**src/hdl/pfc_pkg.sv**
```systemverilog
// Shared constants, codes and controller/datapath interface types for the byte Playfair cipher.
package pfc_pkg;

  localparam int GridSide  = 16;
  localparam int SideW     = $clog2(GridSide);
  localparam int CellCount = GridSide * GridSide;
  localparam int CellW     = $clog2(CellCount);
  localparam int SymW      = 8;
  localparam int SymCount  = 1 << SymW;
  localparam int FillW     = CellW + 1;
  localparam int OpW       = 2;
  localparam int CfgIdxW   = 1;
  localparam int CfgDataW  = 8;
  localparam int SlotCount = 4;
  localparam int SlotW     = $clog2(SlotCount);

  localparam logic [SideW-1:0] StepFwd  = SideW'(1);
  localparam logic [SideW-1:0] StepBack = SideW'(GridSide - 1);

  // input item kinds
  typedef enum logic [OpW-1:0] {
    OP_KEY    = 2'd0,
    OP_FINISH = 2'd1,
    OP_DATA   = 2'd2
  } op_e;

  // configuration register indexes
  localparam logic [CfgIdxW-1:0] RegMarker = 1'b0;
  localparam logic [CfgIdxW-1:0] RegDir    = 1'b1;

  // controller -> datapath
  typedef struct packed {
    logic accept;      // input transfer this cycle
    logic fill_step;   // examine one more symbol in the grid fill sweep, placing it if unused
    logic look_a;      // position lookup, first symbol of the pair
    logic look_b;      // position lookup, second symbol of the pair
    logic grid_a;      // work out new cells, read grid at first cell
    logic grid_b;      // capture first byte, read grid at second cell
    logic grid_c;      // capture second byte
    logic next_pair;   // move on to the second pair
    logic emit_step;   // hand out the current slot, if kept
    logic push_empty;  // end-of-message result without a byte
  } pfc_cmd_t;

  // datapath -> controller
  typedef struct packed {
    logic start_fill;
    logic start_pair;
    logic fill_last;
    logic more_pair;
    logic emit_go;
    logic emit_last;
    logic empty_needed;
    logic out_free;
  } pfc_stat_t;

endpackage

```
**src/hdl/pfc_ctrl.sv**
```systemverilog
// Controller state machine: sequences key fill, pair lookups and result hand-out.
module pfc_ctrl (
  input  logic                clk_i,
  input  logic                rst_ni,
  input  logic                s_valid_i,
  output logic                s_ready_o,
  input  pfc_pkg::pfc_stat_t  stat_i,
  output pfc_pkg::pfc_cmd_t   cmd_o
);

  typedef enum logic [7:0] {
    ST_IDLE  = 8'b0000_0001,
    ST_FILL  = 8'b0000_0010,
    ST_CA    = 8'b0000_0100,
    ST_CB    = 8'b0000_1000,
    ST_GA    = 8'b0001_0000,
    ST_GB    = 8'b0010_0000,
    ST_GC    = 8'b0100_0000,
    ST_EMIT  = 8'b1000_0000
  } state_e;

  state_e state_q, state_d;
  logic   empty_q, empty_d;   // end-of-message empty result still owed

  always_comb begin
    state_d = state_q;
    empty_d = empty_q;
    cmd_o   = '0;
    s_ready_o = (state_q == ST_IDLE) && !empty_q;
    case (state_q)
      ST_IDLE: begin
        if (empty_q) begin
          if (stat_i.out_free) begin
            cmd_o.push_empty = 1'b1;
            empty_d = 1'b0;
          end
        end else if (s_valid_i) begin
          cmd_o.accept = 1'b1;
          if (stat_i.start_fill) begin
            state_d = ST_FILL;
          end else if (stat_i.start_pair) begin
            state_d = ST_CA;
          end
        end
      end
      ST_FILL: begin
        cmd_o.fill_step = 1'b1;
        if (stat_i.fill_last) begin
          state_d = ST_IDLE;
        end
      end
      ST_CA: begin
        cmd_o.look_a = 1'b1;
        state_d = ST_CB;
      end
      ST_CB: begin
        cmd_o.look_b = 1'b1;
        state_d = ST_GA;
      end
      ST_GA: begin
        cmd_o.grid_a = 1'b1;
        state_d = ST_GB;
      end
      ST_GB: begin
        cmd_o.grid_b = 1'b1;
        state_d = ST_GC;
      end
      ST_GC: begin
        cmd_o.grid_c = 1'b1;
        if (stat_i.more_pair) begin
          cmd_o.next_pair = 1'b1;
          state_d = ST_CA;
        end else begin
          state_d = ST_EMIT;
        end
      end
      ST_EMIT: begin
        if (stat_i.emit_go) begin
          cmd_o.emit_step = 1'b1;
          if (stat_i.emit_last) begin
            empty_d = stat_i.empty_needed;
            state_d = ST_IDLE;
          end
        end
      end
      default: begin
        state_d = ST_IDLE;
      end
    endcase
  end

  always_ff @(posedge clk_i or negedge rst_ni) begin
    if (!rst_ni) begin
      state_q <= ST_IDLE;
      empty_q <= 1'b0;
    end else begin
      state_q <= state_d;
      empty_q <= empty_d;
    end
  end

endmodule

```
**config.mk**
```make
export PLATFORM = sky130hd
export DESIGN_NAME = pfc_ctrl
export DESIGN_NICKNAME = d
export VERILOG_FILES = /design/src/hdl/pfc_pkg.sv /design/src/hdl/pfc_ctrl.sv
export SDC_FILE = /design/constraint.sdc
export NUM_CORES = 1
export LEC_CHECK = 0
export CAP_MARGIN = 5
export CORE_UTILIZATION = 25
export DETAILED_ROUTE_END_ITERATION = 10
export DONT_BUFFER_PORTS = 1
export PLACE_DENSITY = 0.44
export SLEW_MARGIN = 15
export SYNTH_ARGS = -nofsm -noshare
export SYNTH_HDL_FRONTEND = slang
export SYNTH_SLANG_ARGS = --single-unit
```
**constraint.sdc**
```tcl
create_clock -name clk_i -period 2 [get_ports clk_i]
set_input_delay 0 -clock clk_i [delete_from_list [all_inputs] [get_ports clk_i]]
set_output_delay 0 -clock clk_i [all_outputs]
set_load 0.02 [all_outputs]
```
==> metrics, run 1 <==
status=complete, no violations; library cells used by synthesis=32; Setup crit end=empty_q; first-pass GRT wire length=2208 um; CP Launch Type=register; most numerous cell in the Yosys netlist=dfrtp_1; Clock Path Buffers=2; Final Max Slew Viols=0; f_max=536.7 MHz; routed wl met3=63 um; final hold viol count=0; DR pass1 iterations=4; Avg Cell Area, Syn=9.124 um2; syn_nets=76; Worst-path clk slew=70 ps; r2r endpoint=empty_q; crit path max fanout=4; fraction of registers with async set/reset=100.0%; DRT iter0 DRCs=8; Critical path origin=state_q[4]; CTS H-Tree Depth=1; crit end category=register; reg2reg setup slack=140 ps; layout cells sized above 1=34.48%; post-synthesis sequential area ratio=38.19%; VDD IR max=447.0 uV; Synth-to-Final Area Change=37.76%; CTS root buffer=clkbuf_4; Global Route Usage Sum=12.03%; RSZ-0062 raised after global routing=false; Initial Util=26.55%; worst r2r src=state_q[4]; WL met2=674 um; Setup CP Type=reg -> reg; routability cong.=0.7013; Port Buffers=0; Nets=99; Synth warnings=0; reg2reg path depth=7; hpwl dp=966.3 um; Area contributors post-synth=dfrtp_1, nor4b_1, nor3b_1; Slew @ Worst Pin=451.5 ps; largest net degree at the start of global routing=10; Antenna Nets Post-Route=0; via count=551; Worst path depth=7; top routing layer in use=met4; io pins=22; vias in the first global route=490; dominant synthesized flop cell=dfrtp_1; # setup viols final=0; worst relative slew slack=69.80%; Final Core Density=36.58%; Post-Syn Area=593.1 um2; M1 WL=617 um; CTS Sinks=9; Leak=0.3582 nW; leading area contributor after synthesis=dfrtp_1; Tmin final=1863 ps; slowest CP cell=dlygate4sd3_1; CP required=2160 ps; Post-Route WL=1401 um; Cell Pwr Density=1042 nW/um2; CTS tree=done; routed len/inst=12.18 um; Critical Path AT=2020 ps; Chip Width=50.71 um; die height=50.71 um; Final Cycle Share=93.16%; routed vias/inst=4.791; setup TNS=0 ps; n_diodes=0; CP delay by family, top=buffers and inverters; Yosys reg bits=9; clk_skew=4.156 ps; CP max stage delay=550 ps; Num CTS Buffers=3; Die ar.=2571 um2; Post-Syn Instances=65; core area=2233 um2; Site Rows=17; Worst Path Buf+Inv=2; worst min path class=in -> reg; commonest cells in the netlist=dfrtp_1, nand2_1, nor2_1; CP Cell Sequence=nor3_4 -> buf_4 -> and3_2 -> nand2_1 -> nand3_1 -> o21ai_0 -> dlygate4sd3_1; max-cap viol count=0; initial antenna violation count=0; share of the synthesized area in the top cell type=33.76%; number of flops mapped to enable cells by yosys=0; Skew-Pair Late Insertion Delay=270 ps; DRC=0; total global routing overflow=0
==> worst register-to-register path: stages (launching register included) <==
cell and delay (ps):
dfrtp_2 430, nor3_4 230, buf_4 150, and3_2 190
nand2_1 60, nand3_1 60, o21ai_0 70, dlygate4sd3_1 550
==> kinds of logic after synthesis <==
kind of cell    synth area share [%]
simple gates                   40.30
compound gates                 14.56
flops                          38.19
buf+inv                        4.008
xor+xnor                       2.954
==> cell usage in the layout, fill, tap and decap left out, drive strengths merged, types with 3 or more instances in the layout <==
cell / synthesis / final
nor3: 4 / 4
nor4b: 4 / 4
nor3b: 5 / 5
buf: 2 / 13
nand2: 7 / 7
nor2: 7 / 7
dfrtp: 8 / 8
nand3: 3 / 3
dlygate4sd3: 0 / 7
o21ai: 4 / 4
clkbuf: 0 / 4
==> through the flow <==
step / power [mW] / cells / cell area, um2 / hold WS, ps / worst slack, ps
floorplan: 0.5871 / 65 / 593.1 / -295.6 / 460.1
global placement: 0.6750 / 97 / 656.9 / -295.4 / 400.6
detailed placement: 0.6671 / 97 / 656.9 / -295.4 / 443.9
CTS: 0.8321 / 108 / 753.2 / 17.45 / 44.59
global route: 0.9177 / 115 / 817.0 / 38.58 / 23.41
finish: 0.8511 / 115 / 817.0 / 23.89 / 136.8
==> flip-flops by register name, indices dropped and copies added, names as in the netlist <==
signal / flops
state_q: 8
empty_q: 1
==> where the power goes <==
part / switching (mW) / internal, mW
Combinational: 0.244 / 0.175
Clock: 0.0725 / 0.0774
Sequential: 0.0569 / 0.225
Total: 0.374 / 0.477
==> area by class of cell <==
cell class              instances  area, um2
flip-flops and latches          9      230.2
well taps                      28      35.03
inverters                       2      7.507
repair buffers                 20      167.7
multi-input cells              52      350.3
fillers                       244       1416
clock buffers                   4      26.28
==> metal layers <==
| layer | up-vias | track usage, % |
|---|---|---|
| met2 | 15 | 18.00 |
| met3 | 5 | 2.121 |
| met1 | 250 | 14.42 |
| li1 | 281 | - |
| met4 | 0 | 11.11 |
| met5 | - | 0 |
==> how the worst min path moves through the flow <==
stage | from | to | slack [ps] | cells past startpoint
floorplan | rst_ni | empty_q | -300 | 0
global placement | rst_ni | state_q[3] | -300 | 0
detailed placement | rst_ni | state_q[3] | -300 | 0
CTS | stat_i[3] | state_q[2] | 20 | 3
global route | stat_i[3] | state_q[2] | 40 | 3
finish | stat_i[3] | state_q[2] | 20 | 3
==> timing repair <==
item	4_1_cts	5_1_grt
buffers inserted	0	7
gates resized for setup	0	5
hold buffers	7	0
hold endpoints to repair	13	0
endpoints found under the setup margin	0	1
Note: power is estimated with default switching activity, not from simulation.
==> run 2, diff against run 1 <==
Settings changed: CORE_MARGIN set to 3.
==> metrics, run 2 (synthesis gave the netlist of run 1 again) <==
status=complete, no violations; fill count=241 (-1.2%); Site Rows=17 (unchanged); Largest register FFs=8 (unchanged); CP max stage delay=560 ps (about the same); footprint of the multi-input gates=356.6 um2 (+1.8%); clk_skew=0.5924 ps (-3.564 ps); Slew @ Worst Pin=438.2 ps (-13.28 ps); Antenna Nets Post-Route=0 (unchanged); Tmin final=1895 ps (+31.97 ps); Worst Hold Launch=stat_i[3]; total global routing overflow=0 (unchanged); first-pass GRT wire length=2139 um (-3.1%); CP delay by family, top=buffers and inverters; clock network fraction of total power=17.2% (-0.4 points); n_diodes=0 (unchanged); Logic pwr share=49.5% (+0.2 points); Internal=0.4775 mW (about the same); via count=559 (+1.5%); Critical Path AT=2040 ps (+20 ps); f_max=527.7 MHz (-1.7%); largest net degree at the start of global routing=10 (unchanged); largest register by flop count=state_q; GR Util met3=2.180% (+0.059 points); die height=54.71 um (+7.9%); DRC=0 (unchanged); Cell Pwr Density=1034 nW/um2 (-0.75%); worst min path class=in -> reg; max-cap viol count=0 (unchanged); most frequent cells in the layout=buf_4, nand2_1, dlygate4sd3_1; Setup CP Type=reg -> reg; Reg area=229.0 um2 (-0.54%); io pins=22 (unchanged); Skew-Pair Late Insertion Delay=260 ps (about the same); Worst Path Buf+Inv=2 (unchanged); crit end category=register; core area=2233 um2 (unchanged); hpwl dp=1024 um (+6.0%); initial antenna violation count=0 (unchanged); Worst-path clk slew=60 ps (about the same); Final Max Slew Viols=0 (unchanged); Clock Path Buffers=2 (unchanged); CP Launch Type=register; Hold WS=28.90 ps (+5.019 ps); Nets=99 (unchanged); setup TNS=0 ps (unchanged); final hold viol count=0 (unchanged); routability cong.=0.6862 (-2.2%); Pwr Total=0.8499 mW (-0.14%); DR pass1 iterations=4 (unchanged); worst relative slew slack=70.69% (+0.89 points); Net Sw Frac=43.82% (-0.11 points); Leak=0.3600 nW (+0.50%); DRT iter0 DRCs=5 (-3); Num CTS Buffers=3 (unchanged); Initial Util=26.55% (unchanged); Post-Route WL=1446 um (+3.2%); RSZ-0062 raised after global routing=false; CTS root buffer=clkbuf_4; CTS tree=done; worst hold path endpoint=state_q[2]; Chip Width=54.71 um (+7.9%); CP Cell Sequence=nor3_4 -> buf_4 -> and3_4 -> nand2_1 -> nand3_1 -> o21ai_0 -> dlygate4sd3_1; Synth-to-Final Area Change=38.61%; routed vias/inst=4.861 (+1.5%); reg2reg setup slack=100 ps (-30 ps); crit path max fanout=5 (+1); Largest regs=state_q: 8 flops, empty_q: 1 flops; CTS H-Tree Depth=1 (unchanged); r2r endpoint=empty_q; fraction of power consumed by sequential logic=33.3% (+0.2 points); reg2reg path depth=7 (unchanged); layout cells sized above 1=33.33% (-1.1 points); Port Buffers=0 (unchanged); CTS Sinks=9 (unchanged); gr busiest metal=met1; CP required=2150 ps (about the same); Global Route Usage Sum=10.01% (-2.0 points); Worst Hold Depth=3 (unchanged); met1 Use GR=14.24% (-0.18 points); Final Cycle Share=94.76% (+1.6 points); met2 usage=13.98% (-4.0 points); slowest CP cell=dlygate4sd3_1; Final Core Density=36.81% (+0.22 points); vias in the first global route=467 (-4.7%); NetSw=0.3724 mW (-0.39%); most common cell after layout, fill and taps aside=buf_4; VDD IR max=427.9 uV (-4.3%); worst r2r src=state_q[6]; routed len/inst=12.57 um (+3.2%); Die ar.=2993 um2 (+16%); # setup viols final=0 (unchanged)
-- run 2: per-layer routing --
metal / wire length, um / share of wire (%)
met1: 700 / 48
met2: 670 / 46
met3: 57 / 3.9
met4: 17 / 1.2
met5: 0 / 0
-- run 2: worst min-delay path: stages --
cell,delay [ps]
nand2_1,70
a21oi_2,80
o21a_1,100
-- run 2: worst max-delay path by stage --
| stage | start | endpoint | slack (ps) | cells past startpoint |
|---|---|---|---|---|
| after global placement | state_q[0] | state_q[1] | 400 | 5 |
| after detailed placement | state_q[0] | state_q[1] | 460 | 5 |
| after global routing | state_q[6] | empty_q | 0.02 | 7 |
| final | state_q[6] | empty_q | 100 | 7 |
| after floorplan | state_q[1] | cmd_o[4] | 460 | 3 |
| after CTS | state_q[4] | empty_q | 40 | 6 |
-- run 2: per-stage QoR --
stage                     cells  setup slack [ps]  cell area [um2]
after floorplan              65             460.1            593.1
after global placement       97             397.1            656.9
after detailed placement     97             456.5            656.9
after CTS                   108             37.17            753.2
after global routing        115           0.02109            822.0
final                       115             104.9            822.0
-- run 2: cell type report --
cell class                 count  area share (%)
multi-input combinational     52           43.38
sequential                     9           27.85
timing repair buffer          20           20.40
tap                           28           4.262
clock buffer                   4           3.196
inverter                       2          0.9132
-- run 2: what timing repair did --
| item | in CTS | in global routing |
|---|---|---|
| setup buffers | 0 | 7 |
| endpoints found under the hold margin | 13 | 0 |
| hold buffers | 7 | 0 |
| resized for setup | 0 | 5 |
| endpoints found under the setup margin | 0 | 1 |
-- run 2: power by group through the flow --
stage	sequential, mW	clock [mW]	combinational, mW
finish	0.283	0.147	0.421
global route	0.291	0.158	0.463
CTS	0.281	0.150	0.400
detailed placement	0.284	0	0.387
global placement	0.280	0	0.398
floorplan	0.267	0	0.320
==> run 3, diff against run 2 <==
Settings changed: ABC_CLOCK_PERIOD_IN_PS set to 2000, GPL_TIMING_DRIVEN set to 0.
==> metrics, run 3 (synthesis gave the netlist of run 1 again) <==
final hold viol count=0 (unchanged); CTS tree=done; routability cong.=0.6806 (-0.82%); f_max=547.2 MHz (+3.7%); slowest CP cell=nor3b_1; Worst Path Buf+Inv=0 (-2); # setup viols final=0 (unchanged); Post-Layout Inst Area=758.2 um2 (-7.8%); CP Launch Type=register; Synth-to-Final Area Change=27.85%; first-pass GRT wire length=2159 um (+0.94%); VDD IR max=444.2 uV (+3.8%); DRC=0 (unchanged); Chip Width=54.71 um (unchanged); Final Max Slew Viols=0 (unchanged); Post CTS Setup Buffer Count=0 (unchanged); CP max stage delay=600 ps (+40 ps); most common cell after layout, fill and taps aside=dlygate4sd3_1; Post-DP Area=628.1 um2 (-4.4%); Initial Util=26.55% (unchanged); core area=2233 um2 (unchanged); Setup CP Type=reg -> out; routed vias/inst=4.906 (+0.92%); Clock Path Buffers=2 (unchanged); worst relative slew slack=55.76% (-15 points); Post-Route WL=1392 um (-3.7%); layout cells sized above 1=21.79% (-12 points); die height=54.71 um (unchanged); io pins=22 (unchanged); largest register by flop count=state_q; Slew @ Worst Pin=662.1 ps (+223.9 ps); Largest register FFs=8 (unchanged); Nets=90 (-9.1%); Num CTS Buffers=3 (unchanged); placed insts=93 (-4.1%); Cell Pwr Density=1084 nW/um2 (+4.9%); Worst-path clk slew=70 ps (about the same); Critical Path AT=1830 ps (-210 ps); RSZ-0062 raised after global routing=false; Port Buffers=0 (unchanged); vias in the first global route=464 (-0.64%); Largest regs=state_q: 8 flops, empty_q: 1 flops; CTS root buffer=clkbuf_4; Global Route Usage Sum=10.29% (+0.28 points); crit path max fanout=8 (+3); CTS H-Tree Depth=1 (unchanged); Final Cycle Share=91.38% (-3.4 points); setup TNS=0 ps (unchanged); worst min path class=in -> reg; crit end category=output pin; CP delay by family, top=simple AND/OR/NAND/NOR gates; Die ar.=2993 um2 (unchanged); DRT iter0 DRCs=9 (+4); routed len/inst=13.13 um (+4.4%); Tmin final=1828 ps (-67.59 ps); Leak=0.3137 nW (-13%); max-cap viol count=0 (unchanged); Skew-Pair Late Insertion Delay=260 ps (about the same); Site Rows=17 (unchanged); CP required=2000 ps (-150 ps); initial antenna violation count=0 (unchanged); largest net degree at the start of global routing=10 (unchanged); Antenna Nets Post-Route=0 (unchanged); total global routing overflow=0 (unchanged); via count=520 (-7.0%); most frequent cells in the layout=dlygate4sd3_1, dfrtp_1, nand2_1; CTS Sinks=9 (unchanged); CP Cell Sequence=nor3_4 -> nand2_1 -> nor3b_1; status=complete, no violations; DR pass1 iterations=5 (+1); clk_skew=1.940 ps (+1.348 ps); Layout Cells excl Fill=106 (-7.8%); Pwr Total=0.8221 mW (-3.3%); hpwl dp=1016 um (-0.78%); n_diodes=0 (unchanged)
-- run 3: cell count changes in the layout (fill, tap and decap cells not counted), sizes merged --
cell         previous run  this run
clkbuf                  4         3
dlygate4sd3             7         9
clkinv                  0         1
buf                    13         2
-- run 3: area by class of cell --
| type | instances | area, um2 |
|---|---|---|
| Clock inverter | 1 | 5.005 |
| Clock buffer | 3 | 22.52 |
| Multi-Input combinational cell | 52 | 355.3 |
| Buffer | 2 | 16.27 |
| Sequential cell | 9 | 226.5 |
| Fill cell | 240 | 1475 |
| Inverter | 2 | 7.507 |
| Timing Repair Buffer | 9 | 90.09 |
| Tap cell | 28 | 35.03 |
-- run 3: what timing repair did --
| item | CTS | global route |
|---|---|---|
| hold endpoints to repair | 13 | 0 |
| pin swaps | 0 | 0 |
| gates cloned | 0 | 0 |
| resized for setup | 0 | 2 |
| hold buffers | 9 | 0 |
| setup endpoints to repair | 2 | 2 |
-- run 3: layer usage --
layer  track usage, %  share of wire (%)
met4            6.224               0.72
met5                0                  0
met1            14.71                 49
met2            13.78                 46
met3            2.180                4.0
-- run 3: power by group --
part / leakage [nW] / total (mW) / switching [mW] / internal (mW)
Clock: 0.0177 / 0.148 / 0.0739 / 0.0739
Combinational: 0.175 / 0.394 / 0.243 / 0.151
Sequential: 0.121 / 0.280 / 0.0561 / 0.224
-- run 3: worst min-delay path, cell delays in order --
cell and delay, ps:
nand2_1 80, a21oi_2 90, o21a_1 100
-- run 3: path summary, 6_finish.rpt --
kind,start,endpoint,slack (ps),cells past startpoint
min reg2reg,empty_q,empty_q,550,2
max in group asynchronous,rst_ni,state_q[0],1560,1
min,stat_i[3],state_q[2],40,3
min in group asynchronous,rst_ni,state_q[5],110,1
max,state_q[4],cmd_o[6],170,3
max reg2reg,state_q[4],state_q[7],190,5
-- run 3: stage by stage --
step	util [%]	worst slack, ps	hold slack, ps
floorplan	-	460.1	-295.6
global placement	28.12	273.0	-295.3
detailed placement	28.12	268.8	-295.4
CTS	33.39	-38.91	34.02
global route	33.95	26.08	58.84
finish	33.95	172.4	40.33
